--- src/lkc_pkg.sv ---
// Shared constants, types and helpers for the LRU key cache.
// Used by every module under src; depends on nothing else.
package lkc_pkg;

  localparam int DEF_ENTRIES  = 16;
  localparam int DEF_KEY_BITS = 64;

  localparam int CAP_W     = 5;
  localparam int SLOT_W    = 4;
  localparam int OCC_W     = 5;
  localparam int CNT_W32   = 32;
  localparam int APB_DW    = 32;
  localparam int APB_AW    = 1;

  localparam logic [CAP_W-1:0]  CAP_RESET     = 5'd16;
  localparam logic [APB_AW-1:0] ADDR_CAPACITY = 1'b0;

  typedef enum logic [1:0] {
    ST_IDLE,
    ST_SEARCH,
    ST_COMMIT
  } lkc_state_t;

  // Commands from the controller to the datapath.
  typedef struct packed {
    logic load;    // capture the incoming key
    logic search;  // compare and resolve hit, victim and free slot
    logic commit;  // update stores and publish the result
  } lkc_cmd_t;

  function automatic logic [CNT_W32-1:0] sat_inc32(input logic [CNT_W32-1:0] x);
    sat_inc32 = (x == '1) ? x : x + 32'd1;
  endfunction

endpackage

--- src/lru_key_cache.sv ---
// Top level of the LRU key cache: APB register block, controller, datapath.
// Depends on lkc_pkg, lkc_regs, lkc_ctrl and lkc_datapath.
//
// Fully associative cache of keys with least-recently-used replacement.
// An item is taken when start is high and busy is low; it then goes through
// search (all entries compare the key at once, and the hit, the oldest entry and
// the lowest free slot are resolved) and then commit (ranks, stores and counters
// update). A new item may be started in the commit cycle, so a new item can be
// taken while the last one is still in commit. The result is on the result ports
// with done high for exactly one cycle, registered from the commit state. The
// result registers hold it only until the next commit, so capture it when done
// is high. Reset clears every valid bit at once: no warm-up sweep is needed.
// Write capacity only while no item is in flight.
module lru_key_cache
  import lkc_pkg::*;
#(
  parameter int ENTRIES  = DEF_ENTRIES,
  parameter int KEY_BITS = DEF_KEY_BITS
) (
  input  logic                clk,
  input  logic                rst,
  input  logic                psel,
  input  logic                penable,
  input  logic                pwrite,
  input  logic [APB_AW-1:0]   paddr,
  input  logic [APB_DW-1:0]   pwdata,
  output logic [APB_DW-1:0]   prdata,
  output logic                pready,
  input  logic                start,
  output logic                busy,
  input  logic [KEY_BITS-1:0] lookup_key,
  output logic                done,
  output logic                hit,
  output logic [SLOT_W-1:0]   slot,
  output logic [CNT_W32-1:0]  entry_id,
  output logic [CNT_W32-1:0]  visit_count,
  output logic                evicted,
  output logic [KEY_BITS-1:0] evicted_key,
  output logic [OCC_W-1:0]    occupancy,
  output logic [CNT_W32-1:0]  total_lookups,
  output logic [CNT_W32-1:0]  total_hits
);

  logic [CAP_W-1:0] capacity;
  lkc_cmd_t         cmd;

  lkc_regs u_regs (
    .clk      (clk),
    .rst      (rst),
    .psel     (psel),
    .penable  (penable),
    .pwrite   (pwrite),
    .paddr    (paddr),
    .pwdata   (pwdata),
    .prdata   (prdata),
    .pready   (pready),
    .capacity (capacity)
  );

  lkc_ctrl u_ctrl (
    .clk   (clk),
    .rst   (rst),
    .start (start),
    .busy  (busy),
    .cmd   (cmd)
  );

  lkc_datapath #(
    .ENTRIES  (ENTRIES),
    .KEY_BITS (KEY_BITS)
  ) u_dp (
    .clk           (clk),
    .rst           (rst),
    .cmd           (cmd),
    .capacity      (capacity),
    .lookup_key    (lookup_key),
    .done          (done),
    .hit           (hit),
    .slot          (slot),
    .entry_id      (entry_id),
    .visit_count   (visit_count),
    .evicted       (evicted),
    .evicted_key   (evicted_key),
    .occupancy     (occupancy),
    .total_lookups (total_lookups),
    .total_hits    (total_hits)
  );

  // Every accepted item produces its result with done high.
  a_item_result: assert property (@(posedge clk) disable iff (rst)
    (start && !busy) |-> ##3 done)
    else $error("accepted item produced no result");

  // Busy covers only the search state and is never held beyond it.
  a_busy_short: assert property (@(posedge clk) disable iff (rst)
    busy |=> !busy)
    else $error("busy held beyond the search cycle");

  // A hit never evicts, and a result without eviction reports a zero key.
  a_hit_no_evict: assert property (@(posedge clk) disable iff (rst)
    (done && (hit || !evicted)) |-> (!evicted || !hit) && (evicted || evicted_key == '0))
    else $error("eviction reported inconsistently");

endmodule

--- src/lkc_regs.sv ---
// APB configuration register block: holds the capacity register.
// Depends on lkc_pkg.
module lkc_regs
  import lkc_pkg::*;
(
  input  logic              clk,
  input  logic              rst,
  input  logic              psel,
  input  logic              penable,
  input  logic              pwrite,
  input  logic [APB_AW-1:0] paddr,
  input  logic [APB_DW-1:0] pwdata,
  output logic [APB_DW-1:0] prdata,
  output logic              pready,
  output logic [CAP_W-1:0]  capacity
);

  logic wr_en;

  assign pready = 1'b1;
  assign wr_en  = psel && penable && pwrite && pready && (paddr == ADDR_CAPACITY);

  always_ff @(posedge clk) begin
    if (rst) begin
      capacity <= CAP_RESET;
    end else if (wr_en) begin
      capacity <= pwdata[CAP_W-1:0];
    end
  end

  always_comb begin
    prdata = '0;
    if (paddr == ADDR_CAPACITY) begin
      prdata = {{(APB_DW-CAP_W){1'b0}}, capacity};
    end
  end

endmodule

--- src/lkc_ctrl.sv ---
// Controller for the LRU key cache: sequences accept, search and commit.
// Depends on lkc_pkg.
module lkc_ctrl
  import lkc_pkg::*;
(
  input  logic      clk,
  input  logic      rst,
  input  logic      start,
  output logic      busy,
  output lkc_cmd_t  cmd
);

  lkc_state_t state, state_next;

  always_ff @(posedge clk) begin
    if (rst) begin
      state <= ST_IDLE;
    end else begin
      state <= state_next;
    end
  end

  always_comb begin
    state_next = state;
    busy       = 1'b0;
    cmd        = '0;
    unique case (state)
      ST_IDLE: begin
        cmd.load = start;
        if (start) state_next = ST_SEARCH;
      end
      ST_SEARCH: begin
        busy       = 1'b1;
        cmd.search = 1'b1;
        state_next = ST_COMMIT;
      end
      ST_COMMIT: begin
        // The stores settle at this edge, so a new item may enter now.
        cmd.commit = 1'b1;
        cmd.load   = start;
        state_next = start ? ST_SEARCH : ST_IDLE;
      end
      default: begin
        state_next = ST_IDLE;
      end
    endcase
  end

endmodule

--- src/lkc_datapath.sv ---
// Datapath of the LRU key cache: entry stores, parallel key compare,
// recency ranks, counters and result registers. Depends on lkc_pkg.
module lkc_datapath
  import lkc_pkg::*;
#(
  parameter int ENTRIES  = DEF_ENTRIES,
  parameter int KEY_BITS = DEF_KEY_BITS
) (
  input  logic                clk,
  input  logic                rst,
  input  lkc_cmd_t            cmd,
  input  logic [CAP_W-1:0]    capacity,
  input  logic [KEY_BITS-1:0] lookup_key,
  output logic                done,
  output logic                hit,
  output logic [SLOT_W-1:0]   slot,
  output logic [CNT_W32-1:0]  entry_id,
  output logic [CNT_W32-1:0]  visit_count,
  output logic                evicted,
  output logic [KEY_BITS-1:0] evicted_key,
  output logic [OCC_W-1:0]    occupancy,
  output logic [CNT_W32-1:0]  total_lookups,
  output logic [CNT_W32-1:0]  total_hits
);

  localparam int IW    = (ENTRIES > 1) ? $clog2(ENTRIES) : 1;
  localparam int CNT_W = $clog2(ENTRIES + 1);
  localparam int CW    = ((CNT_W > CAP_W) ? CNT_W : CAP_W) + 1;

  // Entry stores
  logic                valid     [ENTRIES];
  logic [IW-1:0]       rank      [ENTRIES];
  logic [KEY_BITS-1:0] keys      [ENTRIES];
  logic [CNT_W32-1:0]  ids       [ENTRIES];
  logic [CNT_W32-1:0]  visits    [ENTRIES];

  logic [KEY_BITS-1:0] key_q;
  logic [CNT_W-1:0]    valid_count;
  logic [CNT_W32-1:0]  lookup_cnt;
  logic [CNT_W32-1:0]  hit_cnt;
  logic [CNT_W32-1:0]  next_id;

  // Search results
  logic                hit_s;
  logic                evict_s;
  logic [IW-1:0]       found_s;
  logic [IW-1:0]       victim_s;
  logic [IW-1:0]       ins_s;
  logic [IW-1:0]       rank_f_s;
  logic [CNT_W32-1:0]  id_f_s;
  logic [CNT_W32-1:0]  visit_f_s;
  logic [KEY_BITS-1:0] ev_key_s;

  // Search-stage logic
  logic          any_match;
  logic          any_free;
  logic [IW-1:0] found_c;
  logic [IW-1:0] victim_c;
  logic [IW-1:0] free_c;
  logic [IW-1:0] ins_c;
  logic [IW-1:0] lru_rank;
  logic [CW-1:0] cap_ext;
  logic [CW-1:0] eff_cap;
  logic          evict_c;

  assign cap_ext  = CW'(capacity);
  assign lru_rank = IW'(valid_count - CNT_W'(1));

  always_comb begin
    if (cap_ext == '0) begin
      eff_cap = CW'(1);
    end else if (cap_ext > CW'(ENTRIES)) begin
      eff_cap = CW'(ENTRIES);
    end else begin
      eff_cap = cap_ext;
    end
  end

  // Lowest index wins: scan downward so the last assignment is the lowest.
  always_comb begin
    any_match = 1'b0;
    any_free  = 1'b0;
    found_c   = '0;
    victim_c  = '0;
    free_c    = '0;
    for (int i = ENTRIES - 1; i >= 0; i--) begin
      if (valid[i] && keys[i] == key_q) begin
        any_match = 1'b1;
        found_c   = IW'(i);
      end
      if (!valid[i]) begin
        any_free = 1'b1;
        free_c   = IW'(i);
      end
      // Valid ranks are distinct and dense, so the oldest holds count - 1.
      if (valid[i] && rank[i] == lru_rank) begin
        victim_c = IW'(i);
      end
    end
  end

  assign evict_c = !any_match && (CW'(valid_count) >= eff_cap);

  always_comb begin
    if (evict_c && !(any_free && free_c < victim_c)) begin
      ins_c = victim_c;
    end else begin
      ins_c = free_c;
    end
  end

  always_ff @(posedge clk) begin
    if (cmd.load) begin
      key_q <= lookup_key;
    end
    if (cmd.search) begin
      hit_s     <= any_match;
      evict_s   <= evict_c;
      found_s   <= found_c;
      victim_s  <= victim_c;
      ins_s     <= ins_c;
      rank_f_s  <= rank[found_c];
      id_f_s    <= ids[found_c];
      visit_f_s <= visits[found_c];
      ev_key_s  <= keys[victim_c];
    end
  end

  // Commit-stage logic
  logic [IW-1:0]          slot_c;
  logic [IW+SLOT_W-1:0]   slot_wide;
  logic [CNT_W-1:0]       count_next;
  logic [CNT_W+OCC_W-1:0] occ_wide;

  assign slot_c    = hit_s ? found_s : ins_s;
  assign slot_wide = {{SLOT_W{1'b0}}, slot_c};
  assign occ_wide  = {{OCC_W{1'b0}}, count_next};

  always_comb begin
    count_next = valid_count;
    if (!hit_s && !evict_s) begin
      count_next = valid_count + CNT_W'(1);
    end
  end

  always_ff @(posedge clk) begin
    if (rst) begin
      for (int i = 0; i < ENTRIES; i++) begin
        valid[i] <= 1'b0;
        rank[i]  <= '0;
      end
      valid_count <= '0;
      lookup_cnt  <= '0;
      hit_cnt     <= '0;
      next_id     <= '0;
    end else if (cmd.commit) begin
      lookup_cnt  <= sat_inc32(lookup_cnt);
      valid_count <= count_next;
      if (hit_s) begin
        hit_cnt <= sat_inc32(hit_cnt);
        for (int i = 0; i < ENTRIES; i++) begin
          if (valid[i] && rank[i] < rank_f_s) rank[i] <= rank[i] + IW'(1);
        end
        rank[found_s] <= '0;
      end else begin
        next_id <= next_id + 32'd1;
        for (int i = 0; i < ENTRIES; i++) begin
          if (valid[i] && !(evict_s && IW'(i) == victim_s)) rank[i] <= rank[i] + IW'(1);
        end
        // The victim slot stays valid when the new key lands in it.
        if (evict_s && victim_s != ins_s) valid[victim_s] <= 1'b0;
        valid[ins_s] <= 1'b1;
        rank[ins_s]  <= '0;
      end
    end
  end

  always_ff @(posedge clk) begin
    if (cmd.commit) begin
      if (hit_s) begin
        visits[found_s] <= sat_inc32(visit_f_s);
      end else begin
        keys[ins_s]   <= key_q;
        ids[ins_s]    <= next_id;
        visits[ins_s] <= '0;
      end
    end
  end

  // Result registers
  always_ff @(posedge clk) begin
    if (rst) begin
      done <= 1'b0;
    end else begin
      done <= cmd.commit;
    end
  end

  always_ff @(posedge clk) begin
    if (cmd.commit) begin
      hit           <= hit_s;
      slot          <= slot_wide[SLOT_W-1:0];
      entry_id      <= hit_s ? id_f_s : next_id;
      visit_count   <= hit_s ? sat_inc32(visit_f_s) : '0;
      evicted       <= evict_s;
      evicted_key   <= evict_s ? ev_key_s : '0;
      occupancy     <= occ_wide[OCC_W-1:0];
      total_lookups <= sat_inc32(lookup_cnt);
      total_hits    <= hit_s ? sat_inc32(hit_cnt) : hit_cnt;
    end
  end

endmodule
--- config.mk ---
export PLATFORM = sky130hd
export DESIGN_NAME = lru_key_cache
export DESIGN_NICKNAME = d
export VERILOG_FILES = /design/src/lkc_pkg.sv /design/src/lru_key_cache.sv /design/src/lkc_regs.sv /design/src/lkc_ctrl.sv /design/src/lkc_datapath.sv
export SDC_FILE = /design/constraint.sdc
export NUM_CORES = 2
export LEC_CHECK = 0
export BUFFER_PORTS_ARGS = -buffer_cell sky130_fd_sc_hd__buf_2
export CAP_MARGIN = 0
export CORE_UTILIZATION = 44
export DETAILED_ROUTE_END_ITERATION = 10
export PLACE_DENSITY = 0.71
export SYNTH_ARGS = -nofsm -noshare
export SYNTH_HDL_FRONTEND = slang
export SYNTH_HIERARCHICAL = 1
export SYNTH_SLANG_ARGS = --single-unit
--- constraint.sdc ---
create_clock -name clk -period 15.11 [get_ports clk]
set_clock_uncertainty 0.15 [all_clocks]
set_input_delay 0 -clock clk [delete_from_list [all_inputs] [get_ports clk]]
set_output_delay 0 -clock clk [all_outputs]
set_load 0.05 [all_outputs]
==> impl_metrics.env <==
export IMPL_met1_usage_pct=47.8
export IMPL_drtIter0Drc=15600
export IMPL_slowest_stage="buf_4"
export IMPL_violations="capacitance limit, slew limit"
export IMPL_via_per_inst=6.40
export IMPL_yosysSeqAreaShare_pct=61.4
export IMPL_crit_type="flip-flop to flip-flop"
export IMPL_place_congestion=1.12
export IMPL_crit_path_max_fanout=60
export IMPL_routed_wl_um=516000
export IMPL_firstDrtPassIters=8
export IMPL_async_flop_share_pct=0
export IMPL_cpPeakStageDelay_ns=1.00
export IMPL_status="finished with violations"
export IMPL_cts_buffer_depth=4
export IMPL_crit_top_cell="buf_4"
export IMPL_grt_pass1_wl_um=701000
export IMPL_yosys_cell_types_count=91
export IMPL_syn_avg_cell_area_um2=12.0
export IMPL_cts_buffers=298
export IMPL_postCtsSetupRepairBufs=0
export IMPL_syn_area_um2=126000
export IMPL_critical_path_required_ns=15.62
export IMPL_rows=196
export IMPL_place_ws_ns=6.87
export IMPL_met2_usage_pct=50.4
export IMPL_holdBufCountCts=149
export IMPL_drc=0
export IMPL_synth_cells=10500
export IMPL_nets=11100
export IMPL_grt_util_met3_pct=10.0
export IMPL_max_freq_mhz=115
export IMPL_start_kind="flip-flop"
export IMPL_worstHoldPathType="primary input to flip-flop"
export IMPL_worstPathCellList="buf_4, buf_4, xnor2_1, nand4_1, nor4_1, nand4_1, a2bb2o_1, a311o_1, a21oi_1, o21a_4, nor2_4, buf_4, buf_4, buf_4, mux2i_1, o22ai_1, or3_1"
export IMPL_clockRootBuffer="clkbuf_16"
export IMPL_rsz0062_at_grt="false"
export IMPL_ys_dominant_reg_cell="edfxtp_1"
export IMPL_crit_path_end_kind="flip-flop"
export IMPL_drv_cap=1
export IMPL_ys_ff_latch=2650
export IMPL_grt_busiest_layer="met2"
export IMPL_tightest_slew_ns=1.53
export IMPL_synth_warnings=6
export IMPL_cp_data_arrival_time_ns=9.21
export IMPL_die_h_um=538
export IMPL_die_area_um2=289000
export IMPL_grt_max_degree=168
export IMPL_synth_edf_count=2461
export IMPL_htree_levels=5
export IMPL_grt_usage_pct=34.7
export IMPL_setup_violations=0
export IMPL_clock_sinks=2650
export IMPL_die_w_um=538
export IMPL_fill_cells=24700
export IMPL_finalHoldViolCount=0
export IMPL_drive_gt1_share_pct=10.4
export IMPL_grt_ovfl_total=0
export IMPL_drtAntennaViolNets=0
export IMPL_p_per_area_nw_per_um2=113
export IMPL_core_area_um2=285000
export IMPL_clock_latency_ns=0.91
export IMPL_setup_ws_ns=6.41
export IMPL_dr_total_vias=95400
export IMPL_period_minus_slack_ns=8.70
export IMPL_syn_to_final_growth_pct=13.4
export IMPL_wl_per_cell_um=34.6
export IMPL_grt_pass1_vias=89100
export IMPL_drv_slew=3
export IMPL_cts_tree="done"
export IMPL_p_leak_nw=48.1
export IMPL_tns_ns=0
export IMPL_peakVddDrop_mv=0.100
export IMPL_io_buffers=285
export IMPL_io_pins=341
export IMPL_slew_limit_headroom_pct=-2.09
export IMPL_dp_hpwl_um=348000
export IMPL_post_route_period_util_pct=57.6
export IMPL_cts_clk_slew_worst_paths_ns=0.06
export IMPL_antenna_found_initial=39
export IMPL_start_util_pct=44.3
export IMPL_ctsResizeCount=0
path summary, 6_finish.rpt:
check	from	endpoint	slack (ns)	cells past startpoint
hold reg to reg	u_dp/key_q[18]	u_dp/keys[15][18]	0.30	0
hold / removal	psel	u_regs/capacity[2]	0.08	4
setup / recovery	u_dp/key_q[11]	u_dp/rank_f_s[1]	6.41	17
setup reg to reg	u_dp/key_q[11]	u_dp/rank_f_s[1]	6.41	17
layout by cell type, fill, tap and decap left out, types with 135 or more instances in the layout:
master,Yosys,layout
nor2_1,382,359
nor3_1,168,167
clkbuf_16,0,304
nand4_1,451,451
dlygate4sd3_1,0,149
nand2b_1,424,424
edfxtp_1,2461,2461
nand2_1,1491,1488
a21oi_1,209,208
mux2i_1,499,499
inv_1,150,135
xor2_1,390,389
dfxtp_1,189,189
buf_4,38,234
o21ai_0,222,222
nor4_1,168,163
nand3_1,687,687
o22ai_1,157,157
xnor2_1,672,672
buf_2,176,284
state kept, by name (all words and copies together), names as in the netlist, 64 cells and up:
signal,cells
u_dp/ev_key_s,64
u_dp/ids,512
u_dp/evicted_key,64
u_dp/rank,64
u_dp/key_q,64
u_dp/keys,1024
u_dp/visits,512
per-layer routing:
metal | share of wire (%) | up-vias | wire (um)
met5 | 0.072 | - | 374
met4 | 5.5 | 22 | 28100
met3 | 13 | 968 | 67700
met2 | 42 | 6711 | 217000
met1 | 39 | 48000 | 202000
li1 | - | 39700 | -
metrics by stage:
stage                     utilization [%]  area, um2  instances  hold slack [ns]  power, mW
after floorplan                         -     127000      10600          -0.0793       8.61
after global placement               46.4     132000      14200           0.0265       8.94
after detailed placement             46.4     132000      14200           0.0281       8.95
after CTS                            50.2     143000      14900           0.0130       16.2
after global routing                 50.2     143000      14900           0.0792       16.5
final                                50.2     143000      14900           0.0798       16.1
report_power, final:
group / total, mW / leakage (nW) / switching, mW / internal [mW]
logic: 0.799 / 19.5 / 0.598 / 0.201
registers: 8.06 / 24.0 / 0.0284 / 8.03
clock network: 7.28 / 4.63 / 3.06 / 4.22
total: 16.1 / 48.1 / 3.69 / 12.5
cell usage after synthesis (all sizes together), types with 15 or more instances:
cell type  count  area, um2
o221ai        68        596
xnor2        673       5900
nor3b         15        123
nand4b        24        210
mux2          44        495
nand2b       424       2650
and3          40        250
nor3         171        871
a211oi        18        135
o211ai        78        586
o2111ai       59        517
o22ai        157        982
nor2b         70        438
o21ai        289       1450
xor2         390       3420
nor4         170       1080
ha            78        976
or3b          66        578
nand3        687       3440
a2111oi       19        166
nand2       1491       5600
a211o         64        561
a221oi       132       1530
a21o          27        203
inv          153        574
edfxtp      2461      73900
or4           19        146
dfxtp        189       3780
o21a          16        120
nand4        451       2820
nor2         383       1440
mux2i        499       4990
and2          76        475
buf          269       1460
or3           29        181
clkbuf       373       1400
a21oi        209       1050
nor4b         24        210
cell type report:
cell class	instances	area, um2	share of cell area (%)
well taps	3762	4710	3.28
repair buffers	686	5040	3.51
clock inverters	151	1580	1.10
multi-input cells	7112	45800	31.9
flip-flops and latches	2650	77700	54.2
inverters	154	639	0.446
clock buffers	379	7990	5.57
diodes	10	25.0	0.0174
critical path, delay by kind of cell (launching register included):
family / cells / cell delay [ns]
buffers and inverters: 5 / 3.56
AND/OR/NAND/NOR: 5 / 1.86
AO/OA/AOI/OAI: 5 / 1.66
multiplexers: 1 / 0.43
flip-flops: 1 / 0.33
XOR/XNOR: 1 / 0.31
kinds of logic after synthesis:
logic type | synth area share (%)
multiplexers | 4.34
XOR/XNOR | 7.44
AND/OR/NAND/NOR | 16.6
flip-flops | 61.4
buffers and inverters | 2.72
AO/OA/AOI/OAI | 6.62
other | 0.00594
adder cells (fa/ha/maj) | 0.772
Power figures use the tool's default switching activity.
